[config.mk]
export PLATFORM = sky130hd
export DESIGN_NAME = cwm_ctrl
export DESIGN_NICKNAME = d
export VERILOG_FILES = /design/src/hdl/cwm_pkg.sv /design/src/hdl/cwm_ctrl.sv
export SDC_FILE = /design/constraint.sdc
export NUM_CORES = 1
export LEC_CHECK = 0
export BUFFER_PORTS_ARGS = -buffer_cell sky130_fd_sc_hd__buf_2
export CAP_MARGIN = 10
export CORE_AREA = 3 3 40 42
export DETAILED_ROUTE_END_ITERATION = 10
export DIE_AREA = 0 0 43 45
export HOLD_SLACK_MARGIN = 0.15
export PLACE_DENSITY = 0.47
export SETUP_SLACK_MARGIN = 0.15
export SLEW_MARGIN = 15
export SYNTH_ARGS = -nofsm -noshare
export SYNTH_HDL_FRONTEND = slang
export SYNTH_SLANG_ARGS = --single-unit
export TNS_END_PERCENT = 30
[constraint.sdc]
create_clock -name clk -period 1.05 [get_ports clk]
set_input_delay 0.0525 -clock clk [delete_from_list [all_inputs] [get_ports clk]]
set_output_delay 0.0525 -clock clk [all_outputs]
set_load 0.02 [all_outputs]
[src/hdl/cwm_pkg.sv]
package cwm_pkg;

  localparam int unsigned STORE_DEPTH_DEF = 1024;

  // input word modes
  localparam logic [1:0] MODE_CLEAR  = 2'd0;
  localparam logic [1:0] MODE_APPEND = 2'd1;
  localparam logic [1:0] MODE_QUERY  = 2'd2;

  // configuration register indexes
  localparam logic [2:0] REG_TOLERANCE = 3'd0;
  localparam logic [2:0] REG_OFFSET_A  = 3'd1;
  localparam logic [2:0] REG_OFFSET_B  = 3'd2;
  localparam logic [2:0] REG_SET_A_ID  = 3'd3;
  localparam logic [2:0] REG_SET_B_ID  = 3'd4;
  localparam logic [2:0] REG_A_SCATTER = 3'd5;
  localparam logic [2:0] REG_B_SCATTER = 3'd6;
  localparam logic [2:0] REG_OVERRIDE  = 3'd7;

  localparam logic [3:0] SET_A_ID_RST = 4'd0;
  localparam logic [3:0] SET_B_ID_RST = 4'd1;
  localparam logic       A_SCATTER_RST = 1'b0;
  localparam logic       B_SCATTER_RST = 1'b1;

  localparam int unsigned TIME_W  = 48;
  localparam int unsigned ENERGY_W = 16;
  localparam int unsigned STIME_W = 50;
  localparam int unsigned BOUND_W = 52;

  typedef struct packed {
    logic [31:0] tolerance;
    logic [31:0] offset_a;
    logic [31:0] offset_b;
    logic [3:0]  set_a_id;
    logic [3:0]  set_b_id;
    logic        a_is_scatter;
    logic        b_is_scatter;
    logic        override_type;
  } cfg_t;

  typedef struct packed {
    logic clear;
    logic append;
    logic load;
    logic shift;
    logic bound;
    logic rd;
    logic capture;
  } ctrl_cmd_t;

  typedef struct packed {
    logic type_ok;
    logic more;
    logic rvalid;
    logic hit;
  } dp_stat_t;

  typedef enum logic [1:0] {
    ST_IDLE,
    ST_SHIFT,
    ST_BOUND,
    ST_SCAN
  } state_t;

endpackage

[src/hdl/cwm_ctrl.sv]
module cwm_ctrl (
  input  logic               clk,
  input  logic               rst,
  input  logic               start,
  input  logic [1:0]         mode,
  input  cwm_pkg::dp_stat_t  stat,
  output cwm_pkg::ctrl_cmd_t cmd,
  output logic               busy
);
  import cwm_pkg::*;

  state_t state;
  state_t state_next;

  always_ff @(posedge clk) begin
    if (rst) begin
      state <= ST_IDLE;
    end else begin
      state <= state_next;
    end
  end

  always_comb begin
    state_next = state;
    case (state)
      ST_IDLE: begin
        if (start && mode == MODE_QUERY && stat.type_ok) begin
          state_next = ST_SHIFT;
        end
      end
      ST_SHIFT: state_next = ST_BOUND;
      ST_BOUND: state_next = ST_SCAN;
      ST_SCAN: begin
        if (stat.hit || (!stat.more && !stat.rvalid)) begin
          state_next = ST_IDLE;
        end
      end
      default: state_next = ST_IDLE;
    endcase
  end

  always_comb begin
    cmd  = '0;
    busy = 1'b1;
    case (state)
      ST_IDLE: begin
        busy       = 1'b0;
        cmd.clear  = start && mode == MODE_CLEAR;
        cmd.append = start && mode == MODE_APPEND;
        cmd.load   = start && mode == MODE_QUERY && stat.type_ok;
      end
      ST_SHIFT: cmd.shift = 1'b1;
      ST_BOUND: begin
        cmd.bound = 1'b1;
        cmd.rd    = stat.more;
      end
      ST_SCAN: begin
        cmd.rd      = stat.more && !stat.hit;
        cmd.capture = stat.hit;
      end
      default: ;
    endcase
  end

`ifndef ASSERT_OFF
  a_rd_in_scan: assert property (@(posedge clk) disable iff (rst)
    cmd.rd |-> (state == ST_BOUND || state == ST_SCAN))
    else $error("store read outside a scan");
  a_hit_ends_scan: assert property (@(posedge clk) disable iff (rst)
    (state == ST_SCAN && stat.hit) |=> (state == ST_IDLE && !busy))
    else $error("scan did not stop on a match");
  a_query_starts: assert property (@(posedge clk) disable iff (rst)
    (state == ST_IDLE && cmd.load) |=> (state == ST_SHIFT && busy))
    else $error("accepted query did not start");
`endif

endmodule

; ---- Word level (Yosys, flattened, before mapping)
; Cells that the tools add are included.
[word_totals]
register_bits = 2
input_bits = 9
out_inout_bits = 8
wordCells = 30
[classes]
n_eq_ne = 7
mux = 9
n_reduce_logical = 13
[ops]
columns = cell, n
row1 = $pmux W2 S4, 1
row2 = $eq A2 B2 Y1 const B, 3
row3 = $logic_and A1 B1 Y1, 6
row4 = $eq A2 B1 Y1 const B, 2
row5 = $logic_not A2 Y1, 2
row6 = $mux W1, 4
row7 = $mux W2, 2
row8 = $ne A2 B2 Y1 const B, 2
row9 = $logic_not A1 Y1, 3
row10 = $mux W3, 1
row11 = $pmux W1 S2, 1
row12 = $reduce_and A2 Y1, 1
row13 = $logic_or A1 B1 Y1, 1

; ---- Logic depth before layout (Yosys ltp)
[logic_depth]
ltp_word = 5
mapped_depth = 5
depth_no_buf = 5

; ---- Worst setup path before layout
; Ideal clock, no wire load.
[synth_path]
path_kind = register -> output
startpoint = register state[0]
endpoint = output cmd[6] (netlist bit)
arrival_time_ns = 1.491
required_ns = 0.998
slack_ns = -0.494
path_stages_with_launch = 5
path_buffers = 0
path_cell_list = dfxtp_1 -> inv_1 -> ha_1 -> inv_2 -> nor4b_1
[synth_rtl]
columns = item, line_no
row1 = start: declaration, cwm_ctrl.sv:12  ; state_t state;
row2 = start signal: assignment, cwm_ctrl.sv:19  ; state <= state_next;
row3 = end: declaration, cwm_ctrl.sv:7  ; output cwm_pkg::ctrl_cmd_t cmd,

==> metrics <==
crit path kind=register to output port; top cell type's share of synthesized area=about 22%; CTS buffer count=3; Layout area overhead=98.3%; unrepaired setup endpoints after global routing=true; setup violators final=8; TritonCTS clock tree=built; Finished Layout Cells=between 60 and 70; num rows=13; RR Startpoint=state[0]$_SDFFE_PP0P_; crit start category=register; drt first pass iters=2; DR vias=~260; Int Pwr=between 0.4 and 0.5 mW; drt drc=0; Syn Nets=37; Sw Share=39.9%; largest registers=state (2); Slew HR=87.2%; Die Footprint=1940 sq um; post-synthesis simple-gate area fraction=around 34%; Tmin final=between 1000 and 1500 ps; number of synthesized flops with an enable pin=0; static leakage=about 0.22 nW; antenna cells=0; Total Wirelength=a little over 600 um; setup ws final=-220 ps; hold path start=stat[1]; largest family of logic cells by synthesized area=simple AND/OR/NAND/NOR gates; fin nets=63; clock sink count=2; sequential fraction of the synthesis area=17.7%; fmax=approximately 0.79 GHz; Synth area leaders=ha_1 (22%), dfxtp_1 (18%), and4b_1 (8.8%); clk root buf=clkbuf_4; largest net degree at the start of global routing=5; HP Class=primary input to register; fin crit share=121%; core area=1280 sq um; num ports=17; Clk Latency, worst-skew pair=about 220 ps; cell area after synthesis=around 230 sq um; Final Wtd Congestion=about 0.67; DR iter-0 viols=2; R2R depth=4; first-pass GRT wire length=1030 um; Reg power frac=around 16%; Final Skew=just under 0.05 ps; most common cell in the netlist=ha_1; Yosys top cell by area=ha_1; yosys warns=0; Detail Placement HPWL=between 500 and 600 um; Post-Synth XOR/XNOR Area=0%; chip height=45 um; setup TNS=-979 ps; proportion of layout cells with a drive suffix above 1=72.9%; area fraction in compound gates after synthesis=between 10% and 20%; Gate Count Post-Synth=24; # Max-Cap Violations=0; Netlist cell types=16; Worst EP arrival=roughly 1200 ps; vias in the first global route=roughly 250; Longest Clk Path Bufs=2; Comb pwr share=63.8%; Post-Synth Adder-Cell Area=approximately 22%; DRT antenna net count=0; initial antenna violation count=0; hold path cells=4; Max FO, Critical Path=3; Clock H-tree levels=1; P_sw=between 0.3 and 0.4 mW; Fin. Hold Viols=0; Yosys reg bits=2; ys flop type=dfxtp_1; vias per cell=~4; GR Overflow Total=0; Initial Utilization=~18%; DR WL/cell=9.59 um; Async S/R FF share, synth=0%; mux contribution to synthesized area=roughly 4.4%; # placed instances=58; worst setup path startpoint=state[0]$_SDFFE_PP0P_; Top reg by flops=state; Die W=approximately 43 um; Mean Syn Cell Area=roughly 9.4 sq um; CP required=1000 ps; Max Slew Vio Count=0; Clock power frac=between 20% and 30%; PwrDens=around 1800 nW/um^2; max FFs per register=2; Tightest Pin Transition=between 150 and 200 ps; failing checks=negative setup slack; clk slew on worst S/H paths=roughly 30 ps; total global routing track utilization=7.48%; port bufs=16; Peak VDD IR=a little over 800 uV; status=finished with violations; Worst setup EP type=output port
-- cells by family after synthesis --
kind of cell    count (synthesis)
flops                           2
simple gates                   11
compound gates                  3
buf+inv                         3
mux                             1
fa+ha+maj                       4
-- critical path: stages, from the launching register on --
cell and delay (ps):
dfxtp_2 320, ha_2 170, and2b_1 180, o21a_1 170, buf_2 150
-- what timing repair did --
item / CTS / global route
hold buffers: 1 / 0
pin swaps: 2 / 1
resized for setup: 9 / 1
setup endpoints to repair: 10 / 10
endpoints found under the hold margin: 2 / 0
buffers inserted: 0 / 1
-- final timing paths --
path / endpoint / slack [ps]
max: cmd[1] / -220
min: state[0]$_SDFFE_PP0P_ / 260
max reg2reg: state[0]$_SDFFE_PP0P_ / -120
min reg2reg: state[0]$_SDFFE_PP0P_ / 620
-- cell usage in the layout, fill, tap and decap left out, types with 2 or more instances in the layout --
master    Yosys  layout
and2_1        2       2
and4b_1       2       2
buf_2         0      11
nand2b_1      2       2
buf_4         0       6
buf_6         0       3
ha_2          0       2
clkbuf_4      0       3
dfxtp_2       0       2
inv_2         1       2
-- metrics by stage --
| step | power (mW) | worst slack [ps] | hold WS (ps) | utilization (%) | cell area (sq um) |
|---|---|---|---|---|---|
| final | 0.810 | -220 | 255 | 35.0 | 449 |
| after global routing | 0.884 | -287 | 286 | 35.0 | 449 |
| after CTS | 0.825 | -242 | 257 | 34.2 | 439 |
| after detailed placement | 0.594 | -134 | 247 | 30.0 | 385 |
| after global placement | 0.587 | -76.8 | 237 | 30.0 | 385 |
| after floorplan | 0.442 | -36.1 | 111 | - | 264 |
-- metal layers --
metal / track usage, % / routed length [um] / vias up
met5: 0 / 0 / -
met4: 3.61 / 0 / 0
met3: 3.98 / 64 / 0
met2: 12.6 / 279 / 14
met1: 7.67 / 260 / 109
li1: - / - / 135
-- layout make-up --
type | instances | area, sq um
Sequential cell | 2 | 42.5
Clock buffer | 3 | 22.5
Tap cell | 15 | 18.8
Multi-Input combinational cell | 19 | 208
Inverter | 3 | 13.8
Fill cell | 135 | 836
Timing Repair Buffer | 21 | 144
-- power by group through the flow --
stage,sequential (mW),clock [mW],combinational (mW)
floorplan,0.121,0,0.322
global placement,0.124,0,0.463
detailed placement,0.125,0,0.469
CTS,0.127,0.179,0.519
global route,0.132,0.191,0.561
finish,0.127,0.166,0.516
No activity file was read; power rests on OpenSTA's default activity.
