`config.mk`:
```
export PLATFORM = sky130hd
export DESIGN_NAME = cwm_cfg
export DESIGN_NICKNAME = d
export VERILOG_FILES = /design/src/hdl/cwm_pkg.sv /design/src/hdl/cwm_cfg.sv
export SDC_FILE = /design/constraint.sdc
export NUM_CORES = 1
export LEC_CHECK = 0
export BUFFER_PORTS_ARGS = -buffer_cell sky130_fd_sc_hd__buf_2
export CAP_MARGIN = 20
export CELL_PAD_IN_SITES_DETAIL_PLACEMENT = 0
export CELL_PAD_IN_SITES_GLOBAL_PLACEMENT = 1
export CORE_UTILIZATION = 34
export CTS_CLUSTER_DIAMETER = 200
export CTS_CLUSTER_SIZE = 20
export DETAILED_ROUTE_END_ITERATION = 8
export PLACE_DENSITY_LB_ADDON = 0.08
export SLEW_MARGIN = 15
export SYNTH_ARGS = -nofsm -noshare
export SYNTH_HDL_FRONTEND = slang
export SYNTH_SLANG_ARGS = --single-unit
export TNS_END_PERCENT = 20
```
`constraint.sdc`:
```
create_clock -name clk -period 1.7 [get_ports clk]
set_input_delay 0.34 -clock clk [delete_from_list [all_inputs] [get_ports clk]]
set_output_delay 0.34 -clock clk [all_outputs]
set_load 0.05 [all_outputs]
```
`src/hdl/cwm_pkg.sv`:
```
package cwm_pkg;

  localparam int unsigned STORE_DEPTH_DEF = 1024;

  // input word modes
  localparam logic [1:0] MODE_CLEAR  = 2'd0;
  localparam logic [1:0] MODE_APPEND = 2'd1;
  localparam logic [1:0] MODE_QUERY  = 2'd2;

  // configuration register indexes
  localparam logic [2:0] REG_TOLERANCE = 3'd0;
  localparam logic [2:0] REG_OFFSET_A  = 3'd1;
  localparam logic [2:0] REG_OFFSET_B  = 3'd2;
  localparam logic [2:0] REG_SET_A_ID  = 3'd3;
  localparam logic [2:0] REG_SET_B_ID  = 3'd4;
  localparam logic [2:0] REG_A_SCATTER = 3'd5;
  localparam logic [2:0] REG_B_SCATTER = 3'd6;
  localparam logic [2:0] REG_OVERRIDE  = 3'd7;

  localparam logic [3:0] SET_A_ID_RST = 4'd0;
  localparam logic [3:0] SET_B_ID_RST = 4'd1;
  localparam logic       A_SCATTER_RST = 1'b0;
  localparam logic       B_SCATTER_RST = 1'b1;

  localparam int unsigned TIME_W  = 48;
  localparam int unsigned ENERGY_W = 16;
  localparam int unsigned STIME_W = 50;
  localparam int unsigned BOUND_W = 52;

  typedef struct packed {
    logic [31:0] tolerance;
    logic [31:0] offset_a;
    logic [31:0] offset_b;
    logic [3:0]  set_a_id;
    logic [3:0]  set_b_id;
    logic        a_is_scatter;
    logic        b_is_scatter;
    logic        override_type;
  } cfg_t;

  typedef struct packed {
    logic clear;
    logic append;
    logic load;
    logic shift;
    logic bound;
    logic rd;
    logic capture;
  } ctrl_cmd_t;

  typedef struct packed {
    logic type_ok;
    logic more;
    logic rvalid;
    logic hit;
  } dp_stat_t;

  typedef enum logic [1:0] {
    ST_IDLE,
    ST_SHIFT,
    ST_BOUND,
    ST_SCAN
  } state_t;

endpackage

```
`src/hdl/cwm_cfg.sv`:
```
module cwm_cfg (
  input  logic          clk,
  input  logic          rst,
  input  logic          psel,
  input  logic          penable,
  input  logic          pwrite,
  input  logic [4:0]    paddr,
  input  logic [31:0]   pwdata,
  output logic [31:0]   prdata,
  output logic          pready,
  output cwm_pkg::cfg_t cfg
);
  import cwm_pkg::*;

  logic       wr;
  logic [2:0] idx;

  assign pready = 1'b1;
  assign wr     = psel && penable && pwrite;
  assign idx    = paddr[4:2];

  always_ff @(posedge clk) begin
    if (rst) begin
      cfg.tolerance     <= '0;
      cfg.offset_a      <= '0;
      cfg.offset_b      <= '0;
      cfg.set_a_id      <= SET_A_ID_RST;
      cfg.set_b_id      <= SET_B_ID_RST;
      cfg.a_is_scatter  <= A_SCATTER_RST;
      cfg.b_is_scatter  <= B_SCATTER_RST;
      cfg.override_type <= 1'b0;
    end else if (wr) begin
      case (idx)
        REG_TOLERANCE: cfg.tolerance     <= pwdata;
        REG_OFFSET_A:  cfg.offset_a      <= pwdata;
        REG_OFFSET_B:  cfg.offset_b      <= pwdata;
        REG_SET_A_ID:  cfg.set_a_id      <= pwdata[3:0];
        REG_SET_B_ID:  cfg.set_b_id      <= pwdata[3:0];
        REG_A_SCATTER: cfg.a_is_scatter  <= pwdata[0];
        REG_B_SCATTER: cfg.b_is_scatter  <= pwdata[0];
        REG_OVERRIDE:  cfg.override_type <= pwdata[0];
        default: ;
      endcase
    end
  end

  always_comb begin
    case (idx)
      REG_TOLERANCE: prdata = cfg.tolerance;
      REG_OFFSET_A:  prdata = cfg.offset_a;
      REG_OFFSET_B:  prdata = cfg.offset_b;
      REG_SET_A_ID:  prdata = {28'd0, cfg.set_a_id};
      REG_SET_B_ID:  prdata = {28'd0, cfg.set_b_id};
      REG_A_SCATTER: prdata = {31'd0, cfg.a_is_scatter};
      REG_B_SCATTER: prdata = {31'd0, cfg.b_is_scatter};
      REG_OVERRIDE:  prdata = {31'd0, cfg.override_type};
      default:       prdata = '0;
    endcase
  end

endmodule

```
-- Word level (Yosys, flattened, before mapping)
Cells that the tools add are included.
- bitwise operators: 0
- reductions and logical operators: 11
- multiplexer cells: 1
- magnitude comparators: 0
- multiply operators: 0
- shifts and indexed selects: 0
- equal/unequal tests: 7
- add/subtract/negate cells: 0
- div/mod/pow operators: 0
- operators by type and width (cell ; number):
    32-bit one-hot mux with 8 select lines ; 1
    2-bit AND reduction ; 8
    3-bit equality test, second input constant ; 4
    3-bit by 2-bit equality test with 1-bit output, second input constant ; 2
    3-bit by 1-bit equality test with 1-bit output, second input constant ; 1
    3-bit logical NOT ; 1
    1-bit logical AND ; 2
- bits in read-only memories: 0
- register bits after elaboration: 107
- output and inout bits: 140
- RAM bits: 0
- latch bits: 0
- memories: 0
- bits of input ports: 42

-- Depth between registers and ports, before layout
Gate-level depths: netlist of the first run.
- depth in word-level cells: 3
- depth in mapped cells: 7

-- Worst setup path before layout of the first run
No wires, ideal clock.
- path kind: reg2out
- start: register cfg[78] (netlist bit)
- end: output port prdata[3]
- cell stages (with the launch flop): 5
- setup slack: -0.465 ns
- path buffers: 0
- arrival time: 1.825 ns
- path through: dfxtp_1 nor2b_1 a21oi_1 o22a_1 a21oi_1
- longest elaborated chain between the ends: 1
- RTL lines (item ; line ; text):
    from (decl) ; cwm_cfg.sv:11 ; output cwm_pkg::cfg_t cfg
    32-bit one-hot mux with 8 select lines ; cwm_cfg.sv:48 ; case (idx)
    to (decl) ; cwm_cfg.sv:9 ; output logic [31:0] prdata,
Every way passes these cells.

-- Worst setup path after layout of the first run
- start: register cfg[0] (netlist bit)
- end: output port prdata[0]
Same word-level chain as after synthesis.

==> results by group, run 1 <==
Outcome
  – Run status: complete, but fails checks
  – Failing checks: setup timing

Pwr
  – Max VDD drop: slightly above 0.0004 V
  – P_leak: around 2.8 nW
  – Pwr Density: 745 mW/mm^2

Clocking
  – CTS root buf: clkbuf_16
  – Clock Latency Late Sink: 340 ps
  – Inserted Clock Buffers: 9
  – Reg clk slew, reported paths: 70 ps
  – CTS Sinks: around 110
  – Longest Clk Path Bufs: 2
  – Max H-tree Level: 3
  – CTS tree: done

Detailed routing
  – WL/cell: between 15 and 20 microns
  – Vias: slightly below 5k
  – WL met1: 7.07 mm
  – DR pass1 iterations: 4
  – DR vias/cell: 4.83
  – Max Used Layer: met4
  – DRT antenna net count: 0
  – Routed wl met3: approximately 950 microns
  – Initial DRC count: around 230
  – DRC: 0
  – Routed length on met2: slightly above 7 mm
  – Routed WL: 15.4 mm

Hold path
  – Worst hold path type: in2reg
  – Hold path cells: 3

Logic synthesis
  – Synth Net Count: about 680
  – Yosys warns: 0
  – Mean post-synth cell area: 7.37 sq um
  – EDFF count, synth: 0
  – Flops & latches, synth: 107
  – Top cell type's share of synthesized area: around 46%
  – Synth Cell Area: around 0.0047 sq mm
  – Cell taking the most area after synthesis: dfxtp_1
  – Most area-consuming cells after synthesis: dfxtp_1, nand2_1, a21oi_1, mux2i_1, nor2_1
  – Top_reg_cell synth: dfxtp_1
  – Number of library cell types mapped by synthesis: 24
  – Sequential fraction of the synthesis area: 45.9%
  – Synth Instances: roughly 630
  – Most frequent cell after synthesis: nand2_1
  – Commonest cells post-synth: nand2_1, a21oi_1, dfxtp_1, nor2_1, mux2i_1
  – Asr flop ratio synth: 0%

Final layout
  – P&R area growth vs syn: 41.1%
  – Layout Cells excl Fill: 995
  – Design area: approximately 0.0066 sq mm
  – Share of cells above drive strength 1: around a third
  – Biggest regs: cfg x107
  – Max FFs per register: 107
  – # diodes: 0
  – Final core occ: between 40% and 50%
  – Fillers: about 1.3k
  – Nets: between 800 and 900
  – Biggest register: cfg

Setup path
  – Worst setup EP type: primary output
  – CP peak stage delay: between 300 and 400 ps
  – Worst reg2reg path depth: 2
  – WP data arrival: ~1500 ps
  – Worst Setup Start Kind: register
  – Cell breakdown of the critical path: mux2_2, a22o_1, a21oi_2, o21ai_2, buf_6
  – Reg-to-reg setup timing slack: between 800 and 900 ps
  – Crit path capture: prdata[0]
  – Crit Reg-Reg Endpoint: cfg[3]
  – Critical setup path kind: reg2out
  – Worst EP required: roughly 1400 ps
  – Slowest-stage cell, CP: dfxtp_2
  – Worst Setup SP: cfg[0]
  – Max FO, Critical Path: 2
  – Crit Reg-Reg Startpoint: cfg[3]

Floorplanning
  – Initial core utilization: a little over a third
  – Die Area: approximately 0.014 sq mm
  – Die W: about 120 microns
  – FP Rows: between 40 and 50
  – Placeable core area: around 0.013 sq mm
  – Die span in y: between 100 and 150 microns
  – IO Count: around 180

Placed design
  – Placed Area: between 0.006 and 0.007 sq mm
  – Post-detail-place hpwl: between 10 and 15 mm
  – Placed insts: around 980
  – Final GP Congestion: ~0.75
  – # port buffers: 178

Timing
  – Minimum clock period: 1790 ps
  – RSZ-0062 raised after global routing: yes
  – Layout Skew: 0 ps
  – Hold slack: around 250 ps
  – Final setup TNS: -147 ps
  – F_max: ~0.56 GHz
  – Final Max Tran Viols: 0
  – Period Utilization, post-route: 105%
  – Hold Vio Cnt, Final: 0
  – Worst setup margin: -89.5 ps
  – Final setup fails: 7

GRT
  – Number of global-route vias before repair: 4485
  – Gr usage total: around 22%
  – Largest net degree at the start of global routing: 51
  – Initial antenna violation count: 0
  – Total gr overflow: 0
  – First-pass GRT wire length: between 20 and 25 mm

Flow run
  – Max-cap violations: 0
==> report_power, final <==
part	switching (mW)	leakage [nW]	internal (mW)
combinational	0.337	1.84	0.178
clock	0.876	0.121	0.973
sequential	0.0151	0.865	2.52
==> metal layers <==
metal	track usage (%)	vias to the layer above
li1	-	2446
met1	28.3	2197
met2	35.3	150
met3	4.31	14
met4	7.36	0
met5	0	-
==> cells by family after synthesis <==
family | share of synthesized area (%)
AND/OR/NAND/NOR | 24.1
AO/OA/AOI/OAI | 16.6
flip-flops | 45.9
buffers and inverters | 5.20
multiplexers | 8.17
other | 0.0803
==> timing repair <==
action                                  in CTS  in global routing
endpoints found under the hold margin        0                  0
hold buffers                                 0                  0
resized for setup                           51                  8
cloned                                       0                  1
pin swaps                                    1                  0
endpoints found under the setup margin      32                 32
setup buffers                                2                  3
==> cell type report <==
type	instances	area (sq um)	share of cell area, %
multi-input cells	474	2450	37.2
flip-flops and latches	107	2150	32.6
repair buffers	224	1520	23.1
clock buffers	11	233	3.53
well taps	176	220	3.34
clock inverters	3	17.5	0.266
==> through the flow <==
stage | worst slack, ps | total power [mW]
detailed placement | -180 | 3.08
finish | -89.5 | 4.90
CTS | -98.9 | 4.95
global placement | -150 | 3.07
floorplan | -216 | 2.87
global route | -163 | 5.10
==> worst min path at each step <==
stage	slack [ps]	startpoint	endpoint
2_1_floorplan	480	pwdata[31]	cfg[74]
3_3_place_gp	460	cfg[105]	cfg[105]
3_5_place_dp	460	cfg[49]	cfg[49]
4_1_cts	230	pwdata[17]	cfg[28]
5_1_grt	240	pwdata[4]	cfg[47]
6_report	250	pwdata[17]	cfg[60]
==> worst max-delay path, delay by kind of cell (launching register included) <==
kind,cells,cell delay [ps]
AO/OA/AOI/OAI,3,380
buffers and inverters,1,150
flip-flops,1,320
multiplexers,1,250
==> cells in the final DEF, fill, tap and decap left out, types with 5 or more instances in the layout <==
cell / Yosys / routed
clkbuf_16: 0 / 10
buf_12: 0 / 12
o21ai_0: 6 / 6
a21oi_2: 0 / 8
mux2i_1: 37 / 37
buf_2: 26 / 144
buf_4: 4 / 59
a21oi_1: 138 / 130
nor2_2: 0 / 20
nor2_4: 0 / 5
nand2_1: 201 / 201
buf_6: 0 / 8
dfxtp_2: 0 / 5
dfxtp_1: 107 / 102
nor2_1: 68 / 43
No activity file was read; power rests on OpenSTA's default activity.
==> run 2: changes to the inputs <==
==> constraint.sdc (replaced) <==
create_clock -name clk -period 2 [get_ports clk]
set_input_delay 0.4 -clock clk [delete_from_list [all_inputs] [get_ports clk]]
set_output_delay 0.4 -clock clk [all_outputs]
set_load 0.05 [all_outputs]
==> run 2 against run 1 <==
  * The flow now finishes without violations
  * Utilization is 2.5 points lower
  * Largest cell class unchanged
  * Hold slack better by 58 ps
  * Wire length fell by 0.27%
  * First-iteration DRC count rose by 31%
  * Combinational power shrank 23%
  * Critical path depth rose by 1
==> results by group, run 2 (synthesis results as in run 1) <==
Timing
  – Hold Vio Cnt, Final: 0 (unchanged)
  – RSZ-0062 raised after global routing: yes
  – Final setup fails: 0 (-7)
  – F_max: a little over 0.5 GHz
  – Layout Skew: 0 ps (unchanged)
  – Final Max Tran Viols: 0 (unchanged)
  – Period Utilization, post-route: 96.8%
  – Minimum clock period: about 1900 ps
  – Hold slack: 308 ps (+58.3 ps)

Detailed routing
  – DR pass1 iterations: 4 (unchanged)
  – DRT antenna net count: 0 (unchanged)
  – Initial DRC count: 295 (+31%)
  – WL/cell: 15.7 microns (+1.3%)
  – DR vias/cell: 4.88 (+1.1%)
  – Vias: 4787 (-0.42%)
  – Routed WL: 15.4 mm (-0.27%)
  – DRC: 0 (unchanged)

Final layout
  – Commonest non-fill, non-tap cell in the layout: nand2_1
  – Nets: 843 (-1.7%)
  – Final core occ: 47.1% (-2.5 points)
  – Max FFs per register: 107 (unchanged)
  – Biggest regs: cfg x107
  – # diodes: 0 (unchanged)
  – P&R area growth vs syn: 34.1%
  – Biggest register: cfg
  – Commonest non-fill, non-tap cells in the layout: nand2_1, buf_2, a21oi_1
  – Share of cells above drive strength 1: 29.1% (-5.6 points)

Outcome
  – Run status: complete, no violations

Pwr
  – Reg power frac: 47.1% (-4.7 points)
  – Pwr Density: 732 mW/mm^2 (-1.7%)
  – Max VDD drop: 0.000316 V (-24%)
  – Part of the power in combinational logic: 8.6% (-1.9 points)
  – Psw: 1.06 mW (-13%)
  – Pwr Total: 4.58 mW (-6.6%)
  – Clock power frac: 44.3% (+6.6 points)
  – Int Pwr: 3.52 mW (-4.3%)
  – Sw frac: 23.2% (-1.8 points)
  – P_leak: 2.75 nW (-2.8%)

Clocking
  – CTS tree: done
  – Postcts setup bufs: 0 (-2)
  – Inserted Clock Buffers: 9 (unchanged)
  – Post-CTS Hold Fix Bufs: 0 (unchanged)
  – Reg clk slew, reported paths: 70 ps (about the same)
  – CTS root buf: clkbuf_16
  – Clock Latency Late Sink: 350 ps (about the same)
  – Max H-tree Level: 3 (unchanged)
  – CTS Sinks: 107 (unchanged)
  – Longest Clk Path Bufs: 2 (unchanged)

Setup path
  – Critical setup path kind: in2out
  – Most used cell, CP: buf_2
  – Worst EP required: 1600 ps (+240 ps)
  – Max FO, Critical Path: 7 (+5)
  – CP bufs+invs: 2 (+1)
  – WP data arrival: 1540 ps (+90 ps)
  – Slowest-stage cell, CP: mux2_2
  – CP peak stage delay: 360 ps (+40 ps)
  – Crit. path cell count: 6 (+1)
  – CP delay by family, top: compound AO/OA/AOI/OAI gates
  – Worst reg2reg path depth: 2 (unchanged)
  – Worst Setup Start Kind: input pin
  – Worst setup EP type: primary output
  – Cell breakdown of the critical path: buf_2, mux2_2, a22o_1, a21oi_1, o21ai_1, buf_2

Hold path
  – Hold path cells: 3 (unchanged)
  – Worst hold path type: in2reg

Floorplanning
  – Initial core utilization: 35.1% (unchanged)
  – Die Area: 0.0142 sq mm (unchanged)
  – Die W: 119 microns (unchanged)
  – Placeable core area: 0.0133 sq mm (unchanged)
  – FP Rows: 42 (unchanged)
  – IO Count: 182 (unchanged)
  – Die span in y: 119 microns (unchanged)

GRT
  – Number of global-route vias before repair: 4429 (-1.2%)
  – First-pass GRT wire length: 23.8 mm (-0.95%)
  – Gr usage total: 21.6% (-0.035 points)
  – Largest net degree at the start of global routing: 49 (-3.9%)
  – Initial antenna violation count: 0 (unchanged)
  – Total gr overflow: 0 (unchanged)

Placed design
  – Final GP Congestion: 0.769 (+2.0%)
  – Post-detail-place hpwl: 10.6 mm (-0.99%)
  – # port buffers: 178 (unchanged)

Flow run
  – Max-cap violations: 0 (unchanged)
run 2: cell types whose count changed in the layout (fill, tap and decap cells not counted), sizes merged:
cell	change
clkbuf	+4
bufinv	+3
buf	-20
clkinv	-2
inv	+1
clkinvlp	-1
run 2: metrics by stage:
stage,setup slack [ps],instances,setup TNS [ps],instance area [sq um]
2_1_floorplan,-182,633,-3570,4680
3_3_place_gp,-18.2,965,-214,5880
3_5_place_dp,-23.6,965,-278,5880
4_1_cts,19.0,979,0,6220
5_1_grt,-5.75,980,-8.01,6260
6_report,63.2,980,0,6260
run 2: timing repair:
action                                  4_1_cts  5_1_grt
resized for setup                             1        5
endpoints found under the setup margin        1       18
gates cloned                                  0        1
run 2: metal layers:
layer  share of wire, %  GRT usage (%)  wire, microns  vias up
met4               0.83           6.80            127        0
met1                 46           27.7           7060     2248
met2                 48           35.7           7350      129
met5                  0              0              0        -
met3                5.5           4.89            853        7
li1                   -              -              -     2403
run 2: power groups by stage:
stage / sequential, mW / clock (mW) / combinational (mW)
after detailed placement: 2.21 / 0 / 0.390
after floorplan: 2.26 / 0 / 0.170
final: 2.16 / 2.03 / 0.395
after CTS: 2.16 / 2.09 / 0.391
after global routing: 2.16 / 2.18 / 0.424
after global placement: 2.21 / 0 / 0.388
run 2: path summary, 6_finish.rpt:
check | slack [ps] | endpoint | start
setup / recovery | 60 | prdata[0] | paddr[3]
setup reg to reg | 1180 | cfg[3] | cfg[3]
hold reg to reg | 470 | cfg[68] | cfg[68]
hold / removal | 310 | cfg[82] | pwdata[7]
run 2: worst reg2reg max path, stage by stage (launching register included):
cell and delay (ps):
dfxtp_1 330, nor2b_1 130, a211o_1 250
run 2: cell type report:
class | count | area [sq um]
multi-input cells | 474 | 2320
flip-flops and latches | 107 | 2140
fillers | 1367 | 7040
well taps | 176 | 220
clock inverters | 4 | 98.8
repair buffers | 209 | 1230
clock buffers | 10 | 239
